**src/hw/rtl/audio_ramp_pattern_checker_top_macros.svh**
```systemverilog
// Assertion helpers shared by the ramp checker RTL.
`ifndef AUDIO_RAMP_PATTERN_CHECKER_TOP_MACROS_SVH
`define AUDIO_RAMP_PATTERN_CHECKER_TOP_MACROS_SVH

// Same-cycle implication, checked on every rising clock edge.
`define ARPC_ASSERT_SAME(label, clk, rst, ante, cons, msg) \
   label: assert property (@(posedge clk) disable iff (rst) (ante) |-> (cons)) \
      else $error(msg);

// Next-cycle implication, checked on every rising clock edge.
`define ARPC_ASSERT_NEXT(label, clk, rst, ante, cons, msg) \
   label: assert property (@(posedge clk) disable iff (rst) (ante) |=> (cons)) \
      else $error(msg);

`endif

```
**src/hw/rtl/arpc_pkg.sv**
```systemverilog
package arpc_pkg;

   // Request kind codes.
   typedef enum logic {
      KIND_GEN = 1'b0,
      KIND_CAP = 1'b1
   } kind_type;

   // Configuration register indexes.
   localparam logic CSR_CHECK_CHANNELS  = 1'b0;
   localparam logic CSR_START_THRESHOLD = 1'b1;

   // Reset values and limits.
   localparam logic        CHECK_CHANNELS_RESET = 1'b1;
   localparam logic [15:0] THRESHOLD_RESET      = 16'd10;
   localparam logic [15:0] RAMP_MASK_TAGGED     = 16'h0FFF;
   localparam logic [15:0] RAMP_MASK_FULL       = 16'hFFFF;
   localparam logic [15:0] TALLY_MAX            = 16'hFFFF;
   localparam logic [31:0] CHAN_ERR_MAX         = 32'hFFFF_FFFF;
   localparam logic [31:0] SYNC_ERR_MAX         = 32'h7FFF_FFFF;
   localparam logic [31:0] SYNC_ERR_RESET       = 32'hFFFF_FFFF;

   typedef struct packed {
      logic        check_channels;
      logic [15:0] start_threshold;
   } cfg_type;

   typedef struct packed {
      kind_type    kind;
      logic [3:0]  channel;
      logic        block_start;
      logic        frame_end;
      logic        block_end;
      logic [15:0] captured;
   } item_type;

   typedef struct packed {
      logic [15:0]        sample_out;
      logic [31:0]        channel_error_count;
      logic signed [31:0] sync_error_count;
      logic [11:0]        measured_latency;
      logic               is_started;
   } result_type;

endpackage

```
**src/hw/rtl/audio_ramp_pattern_checker_top.sv**
```systemverilog
// Audio loopback ramp tester: pattern generator and checker in one block.
// Request channel (req_*): kind 0 asks for one playback sample, kind 1 hands
// in one captured sample. Markers block_start, frame_end and block_end act on
// the request that carries them. Response channel (rsp_*): one response per
// request, in order, with the generated sample (0 for captures) and the
// error counters, latency and started flag after that request.
// Configuration (csr_*): index 0 is check_channels, index 1 is
// start_threshold; writes are taken in any cycle and should only be issued
// while no request is in flight.
// A request is held in the input register while the update logic
// computes its response, which is registered in the response register
// when the request advances. Throughput is one request per cycle while
// responses are taken, as the state update between those two registers
// is combinational.
// Reset clears the pipeline, the ramp and the counters (sync count to -1)
// and restores the register defaults. When the receiver stalls, the
// response register holds and the input register takes one more request,
// after which req_ready drops until the response is taken.
`include "audio_ramp_pattern_checker_top_macros.svh"

module audio_ramp_pattern_checker_top (
   input  logic        clock,
   input  logic        reset,
   input  logic        req_valid,
   output logic        req_ready,
   input  logic        req_kind,
   input  logic [3:0]  req_channel,
   input  logic        req_block_start,
   input  logic        req_frame_end,
   input  logic        req_block_end,
   input  logic [15:0] req_captured,
   output logic        rsp_valid,
   input  logic        rsp_ready,
   output logic [15:0] rsp_sample_out,
   output logic [31:0] rsp_channel_error_count,
   output logic signed [31:0] rsp_sync_error_count,
   output logic [11:0] rsp_measured_latency,
   output logic        rsp_is_started,
   input  logic        csr_valid,
   output logic        csr_ready,
   input  logic        csr_index,
   input  logic [15:0] csr_data
);

   arpc_pkg::cfg_type    cfg;
   arpc_pkg::item_type   req_item;
   arpc_pkg::item_type   item_ff;
   arpc_pkg::result_type result;
   arpc_pkg::result_type rsp_ff;
   logic                 in_valid_ff;
   logic                 rsp_valid_ff;
   logic                 advance;

   assign csr_ready = 1'b1;

   arpc_csr u_csr (
      .clock     (clock),
      .reset     (reset),
      .csr_valid (csr_valid),
      .csr_index (csr_index),
      .csr_data  (csr_data),
      .cfg       (cfg)
   );

   // Request payload bundled for the input register.
   always_comb begin
      req_item.kind        = arpc_pkg::kind_type'(req_kind);
      req_item.channel     = req_channel;
      req_item.block_start = req_block_start;
      req_item.frame_end   = req_frame_end;
      req_item.block_end   = req_block_end;
      req_item.captured    = req_captured;
   end

   // The held request moves on whenever the response register is free.
   assign advance   = in_valid_ff && (!rsp_valid_ff || rsp_ready);
   assign req_ready = !in_valid_ff || advance;

   // Input register.
   always_ff @(posedge clock) begin
      if (reset) begin
         in_valid_ff <= 1'b0;
      end else if (req_ready) begin
         in_valid_ff <= req_valid;
      end
   end

   always_ff @(posedge clock) begin
      if (req_valid && req_ready) begin
         item_ff <= req_item;
      end
   end

   arpc_core u_core (
      .clock  (clock),
      .reset  (reset),
      .step   (advance),
      .item   (item_ff),
      .cfg    (cfg),
      .result (result)
   );

   // Response register.
   always_ff @(posedge clock) begin
      if (reset) begin
         rsp_valid_ff <= 1'b0;
      end else if (advance) begin
         rsp_valid_ff <= 1'b1;
      end else if (rsp_ready) begin
         rsp_valid_ff <= 1'b0;
      end
   end

   always_ff @(posedge clock) begin
      if (advance) begin
         rsp_ff <= result;
      end
   end

   assign rsp_valid               = rsp_valid_ff;
   assign rsp_sample_out          = rsp_ff.sample_out;
   assign rsp_channel_error_count = rsp_ff.channel_error_count;
   assign rsp_sync_error_count    = rsp_ff.sync_error_count;
   assign rsp_measured_latency    = rsp_ff.measured_latency;
   assign rsp_is_started          = rsp_ff.is_started;

   // Checks on the pipeline and the checker state.
   `ARPC_ASSERT_SAME(a_ready_when_empty, clock, reset, !in_valid_ff, req_ready, "input register empty but request not ready")
   `ARPC_ASSERT_NEXT(a_item_held, clock, reset, in_valid_ff && !advance, in_valid_ff && $stable(item_ff), "stalled request lost")
   `ARPC_ASSERT_NEXT(a_started_sticky, clock, reset, rsp_valid_ff && rsp_ff.is_started && advance, rsp_ff.is_started, "checker left the started state")
   `ARPC_ASSERT_NEXT(a_reset_empty, clock, 1'b0, reset, !in_valid_ff && !rsp_valid_ff, "pipeline not empty after reset")

endmodule

```
**src/hw/rtl/arpc_csr.sv**
```systemverilog
module arpc_csr (
   input  logic              clock,
   input  logic              reset,
   input  logic              csr_valid,
   input  logic              csr_index,
   input  logic [15:0]       csr_data,
   output arpc_pkg::cfg_type cfg
);

   logic        check_channels_ff;
   logic        check_channels_in;
   logic [15:0] start_threshold_ff;
   logic [15:0] start_threshold_in;

   // Register write decode.
   always_comb begin
      check_channels_in  = check_channels_ff;
      start_threshold_in = start_threshold_ff;
      if (csr_valid) begin
         unique case (csr_index)
            arpc_pkg::CSR_CHECK_CHANNELS:  check_channels_in  = csr_data[0];
            arpc_pkg::CSR_START_THRESHOLD: start_threshold_in = csr_data;
            default: ;
         endcase
      end
   end

   always_ff @(posedge clock) begin
      if (reset) begin
         check_channels_ff  <= arpc_pkg::CHECK_CHANNELS_RESET;
         start_threshold_ff <= arpc_pkg::THRESHOLD_RESET;
      end else begin
         check_channels_ff  <= check_channels_in;
         start_threshold_ff <= start_threshold_in;
      end
   end

   assign cfg.check_channels  = check_channels_ff;
   assign cfg.start_threshold = start_threshold_ff;

endmodule

```
**src/hw/rtl/arpc_core.sv**
```systemverilog
module arpc_core (
   input  logic                 clock,
   input  logic                 reset,
   input  logic                 step,
   input  arpc_pkg::item_type   item,
   input  arpc_pkg::cfg_type    cfg,
   output arpc_pkg::result_type result
);

   logic [15:0] gen_count_ff,      gen_count_in;
   logic [15:0] expected_count_ff, expected_count_in;
   logic        started_ff,        started_in;
   logic [15:0] nonzero_tally_ff,  nonzero_tally_in;
   logic [31:0] chan_err_ff,       chan_err_in;
   logic [31:0] sync_err_ff,       sync_err_in;
   logic [15:0] first_played_ff,   first_played_in;
   logic [11:0] latency_ff,        latency_in;

   logic [15:0] ramp_keep;
   logic [15:0] sample;
   logic [15:0] tally_base;
   logic        tally_inc;
   logic [15:0] in_ramp;

   // Generator and checker update for the item in the input register.
   always_comb begin
      ramp_keep         = cfg.check_channels ? arpc_pkg::RAMP_MASK_TAGGED
                                             : arpc_pkg::RAMP_MASK_FULL;
      sample            = '0;
      tally_base        = nonzero_tally_ff;
      tally_inc         = 1'b0;
      in_ramp           = item.captured & ramp_keep;
      gen_count_in      = gen_count_ff;
      expected_count_in = expected_count_ff;
      started_in        = started_ff;
      nonzero_tally_in  = nonzero_tally_ff;
      chan_err_in       = chan_err_ff;
      sync_err_in       = sync_err_ff;
      first_played_in   = first_played_ff;
      latency_in        = latency_ff;

      if (item.kind == arpc_pkg::KIND_GEN) begin
         sample = gen_count_ff & ramp_keep;
         if (cfg.check_channels) begin
            sample[15:12] = item.channel;
         end
         if (item.block_start) begin
            first_played_in = sample;
         end
         if (item.frame_end) begin
            gen_count_in = gen_count_ff + 16'd1;
         end
      end else begin
         if (item.block_start) begin
            latency_in = first_played_ff[11:0] - item.captured[11:0];
         end
         if (!started_ff) begin
            // Start detection: count nonzero words within the block.
            if (item.block_start) begin
               tally_base = '0;
            end
            tally_inc = (item.captured != '0) && (tally_base != arpc_pkg::TALLY_MAX);
            nonzero_tally_in = tally_base + {15'd0, tally_inc};
            if (item.block_end && (nonzero_tally_in > cfg.start_threshold)) begin
               started_in = 1'b1;
            end
         end else begin
            // Channel tag check.
            if (cfg.check_channels && (item.captured[15:12] != item.channel) &&
                (chan_err_ff != arpc_pkg::CHAN_ERR_MAX)) begin
               chan_err_in = chan_err_ff + 32'd1;
            end
            // Ramp continuity check, resyncing on a mismatch.
            if (in_ramp != (expected_count_ff & ramp_keep)) begin
               if (sync_err_ff != arpc_pkg::SYNC_ERR_MAX) begin
                  sync_err_in = sync_err_ff + 32'd1;
               end
               expected_count_in = in_ramp;
            end
            if (item.frame_end) begin
               expected_count_in = in_ramp + 16'd1;
            end
         end
      end

      result.sample_out          = sample;
      result.channel_error_count = chan_err_in;
      result.sync_error_count    = sync_err_in;
      result.measured_latency    = latency_in;
      result.is_started          = started_in;
   end

   always_ff @(posedge clock) begin
      if (reset) begin
         gen_count_ff      <= '0;
         expected_count_ff <= '0;
         started_ff        <= 1'b0;
         nonzero_tally_ff  <= '0;
         chan_err_ff       <= '0;
         sync_err_ff       <= arpc_pkg::SYNC_ERR_RESET;
         first_played_ff   <= '0;
         latency_ff        <= '0;
      end else if (step) begin
         gen_count_ff      <= gen_count_in;
         expected_count_ff <= expected_count_in;
         started_ff        <= started_in;
         nonzero_tally_ff  <= nonzero_tally_in;
         chan_err_ff       <= chan_err_in;
         sync_err_ff       <= sync_err_in;
         first_played_ff   <= first_played_in;
         latency_ff        <= latency_in;
      end
   end

endmodule

```
**config.mk**
```make
export PLATFORM = sky130hd
export DESIGN_NAME = audio_ramp_pattern_checker_top
export DESIGN_NICKNAME = d
export VERILOG_FILES = /design/src/hw/rtl/arpc_pkg.sv /design/src/hw/rtl/audio_ramp_pattern_checker_top.sv /design/src/hw/rtl/arpc_csr.sv /design/src/hw/rtl/arpc_core.sv
export VERILOG_INCLUDE_DIRS = /design/src /design/src/hw/rtl
export SDC_FILE = /design/constraint.sdc
export NUM_CORES = 1
export LEC_CHECK = 0
export BUFFER_PORTS_ARGS = -buffer_cell sky130_fd_sc_hd__buf_2
export CORE_MARGIN = 1
export CORE_UTILIZATION = 60
export CTS_BUF_LIST = sky130_fd_sc_hd__clkbuf_4
export CTS_CLUSTER_SIZE = 14
export DETAILED_ROUTE_END_ITERATION = 12
export PLACE_DENSITY = 0.8
export SYNTH_ARGS = -nofsm -noshare
export SYNTH_HDL_FRONTEND = slang
export SYNTH_SLANG_ARGS = --single-unit
```
**constraint.sdc**
```tcl
create_clock -name clock -period 5.9 [get_ports clock]
set_input_delay 0.295 -clock clock [delete_from_list [all_inputs] [get_ports clock]]
set_output_delay 0.295 -clock clock [all_outputs]
set_load 0.01 [all_outputs]
```
== Yosys cells after proc, flatten, opt, wreduce, memory -nomap -nowiden ==
Index checks and enable logic that the tools add are counted.

* $add $sub $neg: 6
* Magnitude comparators: 1
* Equal/unequal tests: 5
* Muxes and demuxes: 21
* Bitwise gates (word level): 6
* Reductions and logical operators: 19

{| class="wikitable"
|+ Operator list
! cell !! count
|-
| 32-bit two-way mux || 7
|-
| 16-bit two-way mux || 6
|-
| 32-bit by 1-bit adder with 32-bit output (second input constant) || 2
|-
| 16-bit AND || 3
|-
| 16-bit by 1-bit adder with 16-bit output (second input constant) || 2
|-
| 32-bit by 31-bit != test with 1-bit output (second input constant) || 1
|-
| 32-bit != test (second input constant) || 1
|-
| 12-bit two-way mux || 2
|-
| 16-bit by 1-bit adder with 16-bit output || 1
|-
| 16-bit > comparator || 1
|-
| 16-bit != test || 1
|-
| 16-bit != test (second input constant) || 1
|-
| 16-bit nonzero test || 1
|-
| 12-bit subtractor || 1
|-
| 3-bit AND reduction || 3
|-
| 1-bit logical AND || 6
|-
| 1-bit two-way mux || 5
|-
| 4-bit two-way mux || 1
|-
| 4-bit != test || 1
|-
| 2-bit AND reduction || 2
|-
| 4-bit AND reduction || 1
|-
| 2-bit nonzero test || 2
|-
| 1-bit NOT || 3
|-
| 1-bit logical NOT || 2
|-
| 1-bit logical OR || 2
|}

* Register bits: 273
* Input port bits: 46
* Output and inout port bits: 96

== Longest topological paths before layout ==
* Depth after elaboration: 11
* Depth in mapped cells: 19
* Gate-level depth less buffers: 19

== Cells and area by module ==
From an unflattened synthesis, not the netlist that was laid out.

* Cell total of the unflattened synthesis: 1379
* Area, all modules: 13680.6 um2

{| class="wikitable"
|+ By module, submodules not included
! module !! instances !! cells each !! area each (um2) !! seq. area each (um2)
|-
| arpc_core || 1 || 1173 || 9207.6 || 2742.6
|-
| audio_ramp_pattern_checker_top || 1 || 129 || 3628.5 || 3553.4
|-
| arpc_csr || 1 || 77 || 844.6 || 340.3
|}

== Least setup slack after synthesis ==
Ideal clock, no wire load.

* Kind: register -> register
* From: reg rsp_valid_ff, in the netlist rsp_valid
* To: reg u_core.chan_err_ff[6]
* Arrival time: 4.027 ns
* Required time: 5.772 ns
* Path slack: 1.745 ns
* Cell stages (with the launch flop): 8
* Clock period less this slack: 4.155 ns
* Cells stage by stage: dfxtp_1 > nand2b_1 > nand2_1 > inv_2 > clkbuf_1 > nand4_1 > xor2_1 > nor2_1

* Cells in the longest elaborated chain, start to end: 3

{| class="wikitable"
|+ Ends and longest elaborated chain
! element !! line !! source
|-
| start: declaration || audio_ramp_pattern_checker_top.sv:51 || <nowiki>logic rsp_valid_ff;</nowiki>
|-
| start signal: assignment || audio_ramp_pattern_checker_top.sv:106 || <nowiki>rsp_valid_ff <= 1'b0;</nowiki>
|-
| start signal: assignment || audio_ramp_pattern_checker_top.sv:108 || <nowiki>rsp_valid_ff <= 1'b1;</nowiki>
|-
| start signal: assignment || audio_ramp_pattern_checker_top.sv:110 || <nowiki>rsp_valid_ff <= 1'b0;</nowiki>
|-
| 1-bit logical NOT || audio_ramp_pattern_checker_top.sv:76 || <nowiki>assign advance = in_valid_ff && (!rsp_valid_ff || rsp_ready);</nowiki>
|-
| 1-bit logical OR || audio_ramp_pattern_checker_top.sv:76 ||
|-
| 1-bit logical AND || audio_ramp_pattern_checker_top.sv:76 ||
|-
| named net advance || audio_ramp_pattern_checker_top.sv:52 || <nowiki>logic advance;</nowiki>
|-
| end signal: assignment || arpc_core.sv:108 || <nowiki>chan_err_ff <= chan_err_in;</nowiki>
|-
| end: declaration || arpc_core.sv:14 || <nowiki>logic [31:0] chan_err_ff, chan_err_in;</nowiki>
|}

The timed path passes the listed nets, and every way through them passes these cells.
A chain may end at the register's enable or synchronous reset.

==> out/results.txt <==
worst-margin pin slew: 1250 ps
CTS tree: done
top cells by area, synth: edfxtp_1 26%, dfxtp_1 23%, xor2_1 5.8%, xnor2_1 4.8%, nor2_1 4.3%
IO buf count: 140
worst-path fanout max: 31
final setup TNS: 0 ps
Cells after Synth: 1,400
cell-internal power: 3050 uW
Yosys reg bits: 273
RSZ-0062 raised after global routing: no
Avg Cell Area, Syn: 9.65 sq um
routability cong.: 0.903
FP Rows: 54
core area: 22,000 sq um
violated checks: design-rule violations
Fmax: 0.222 GHz
Detailed Place HPWL: 19,600 um
number of DRC markers in iteration 0: 679
count of cell types in the netlist: 69
Sw Pwr: 913 uW
Tmin final: 4510 ps
clk buf depth: 3
GR Util met2: 0.438
share of layout cells above drive strength 1: 0.178
Pre-antenna DRT Iters: 10
CP arrival: 5070 ps
most area-hungry cell type in the Yosys netlist: edfxtp_1
M1 GR Usage: 0.333
busiest grt layer: met2
Slew HR: 0.164
fill count: 1,637
most frequent cells in the layout: 156 x nor2_1, 156 x dfxtp_1, 139 x buf_2
final hold viol count: 0
worst setup path class: reg -> reg
hold path depth: 4
r2r startpoint: item_ff[18]
GR Util All Layers: 0.263
period utilization: 0.765
Layout area overhead: 16.0%
DR WL/cell: 15.8 um
placed cell areas: 14,300 sq um
post-route cell area: 15,700 sq um
Cell Area, Synth: 13,500 sq um
EDFF count, synth: 117
HP Class: in -> reg
H-tree depth: 3
register share of total power: 0.515
Die ar.: 23,100 sq um
Clk pwr share: 0.427
Antenna Nets Post-Route: 0
crit path launch type: register
Reg2Reg Depth: 16
Die Ht: 152 um
Syn Nets: 1,481
sequential fraction of the synthesis area: 0.491
synth warn: 0
final core occ: 0.714
Crit Reg-Reg Endpoint: u_core.started_ff
post-cts repair resize count: 0
PwrDens: 253 nW/um^2
die width: 152 um
WP data required: 6460 ps
I/O Pins: 142
hold endpoint: u_csr.check_channels_ff
Final Setup Violations: 0
initial antenna violation count: 1
Final Slew Violations: 0
met3 Track Usage GR: 0.0505
Final Instance Count excl. Fillers: 1,918
Clock Pin Slew Worst Setup and Hold Paths: 70 ps
Via Count: 10.8k
Gate power share: 0.058
CP endpoint kind: register
vias in the first global route: 10.4k
global route total overflow: 0
Clock Latency Late Sink: 670 ps
LEAKAGE: 0.00602 uW
# DRC: 24
max-cap viol count: 0
global-route wire length before repair: 49,700 um
HP Start: csr_index
Peak VDD IR: 0.174 mV
vias per cell: 5.65
Post-synth ARST share: 0
ys flop type: dfxtp_1
fin nets: 1,665
root buf cell: clkbuf_4
largest net degree at the start of global routing: 101
Clock Sinks: 273
setup slack, reg-to-reg: 1390 ps
Sw Ratio: 0.230
Routed WL: 30,400 um
Initial Util: 0.615
DP Cell Count: 1,750
total power draw: 3970 uW
status: finished with violations
share of the synthesized area in the top cell type: 0.260
Num CTS Buffers: 69
Worst Clk Skew: 56.0 ps
synth_stat cells (11+ instances only):
cell type	number
or3_1	17
a211oi_1	14
nand4_1	34
edfxtp_1	117
dfxtp_1	156
xnor2_1	74
clkbuf_1	55
buf_2	18
nor2b_1	29
o21ai_0	39
xor2_1	90
or4_1	11
nor4_1	34
a21oi_1	49
nand2b_1	17
and3_1	17
nor3_1	54
nand3_1	54
mux2i_1	28
o31a_1	11
ha_1	34
nand2_1	131
inv_1	38
nor2_1	156
and4_1	13
routing by layer:
layer	vias to the layer above	routed length, um
met5	-	0
met4	0	742
met3	60	1900
met2	361	14400
met1	5053	13300
li1	5372	-
cell families (layout without fill, tap and decap cells):
family / Yosys count / in the layout / synth area share
and+or+nand+nor: 618 / 618 / 0.236
xor gates and xnor gates: 164 / 164 / 0.106
other: 1 / 2 / 0.000278
AOI/OAI and AO/OA: 162 / 162 / 0.0756
DFF: 273 / 273 / 0.491
buffers and inverters: 117 / 354 / 0.0349
muxes: 30 / 30 / 0.0224
adders and majority gates: 35 / 35 / 0.0330
what timing repair did:
item	in CTS	in global routing
hold buffers	43	0
buffers inserted	0	0
hold endpoints to repair	43	0
final cells by class:
cell class / count / area (sq um) / share of cell area
diodes: 1 / 2.50 / 0.000160
clock buffers: 113 / 848 / 0.0541
clock inverters: 11 / 95.1 / 0.00607
inverters: 39 / 149 / 0.00950
multi-input cells: 1010 / 6400 / 0.408
flip-flops and latches: 273 / 6640 / 0.423
well taps: 280 / 350 / 0.0223
repair buffers: 191 / 1190 / 0.0761
registers in the layout (all words and copies together), names as in the netlist, 16 cells and up:
register                  cells
rsp_channel_error_count      32
rsp_sync_error_count         32
u_core.chan_err_ff           32
u_core.sync_err_ff           32
item_ff                      24
rsp_sample_out               16
u_core.expected_count_ff     16
u_core.gen_count_ff          16
u_core.nonzero_tally_ff      16
u_csr.start_threshold_ff     16
critical path, cell delays in order, from the launching register on:
cell      delay (ps)
edfxtp_1         930
nor2b_1          130
nand3_1          300
o41a_1           230
ha_1             240
ha_1             260
inv_1            100
nor3b_2          400
nand3_1          170
xor2_1           160
nor2_1            60
ha_1             330
nand3_1          130
nor4_1           380
o21ai_0          190
a31oi_1          220
nor3b_1          200
how the worst max path moves through the flow:
stage                 from               endpoint  slack (ps)  cells after the start
3_3_place_gp   item_ff[18]      u_core.started_ff        1760                     16
5_1_grt        item_ff[18]      u_core.started_ff         940                     16
6_report       item_ff[18]      u_core.started_ff        1390                     16
3_5_place_dp   item_ff[18]      u_core.started_ff        1600                     15
2_1_floorplan    rsp_valid  u_core.chan_err_ff[6]        1750                      7
4_1_cts        item_ff[18]      u_core.started_ff        1500                     15
through the flow:
| step | hold WS [ps] | setup WS (ps) |
|---|---|---|
| finish | 95.2 | 1390 |
| global placement | 438 | 1760 |
| CTS | 47.2 | 1500 |
| global route | 85.4 | 937 |
| detailed placement | 448 | 1600 |
| floorplan | 394 | 1750 |
power groups by stage:
stage	Clock, uW	Combinational (uW)	Sequential [uW]
2_1_floorplan	0	129	2080
3_3_place_gp	0	198	2080
3_5_place_dp	0	203	2080
4_1_cts	1740	227	2040
5_1_grt	1830	250	2050
6_report	1690	229	2040
Power figures use the tool's default switching activity.
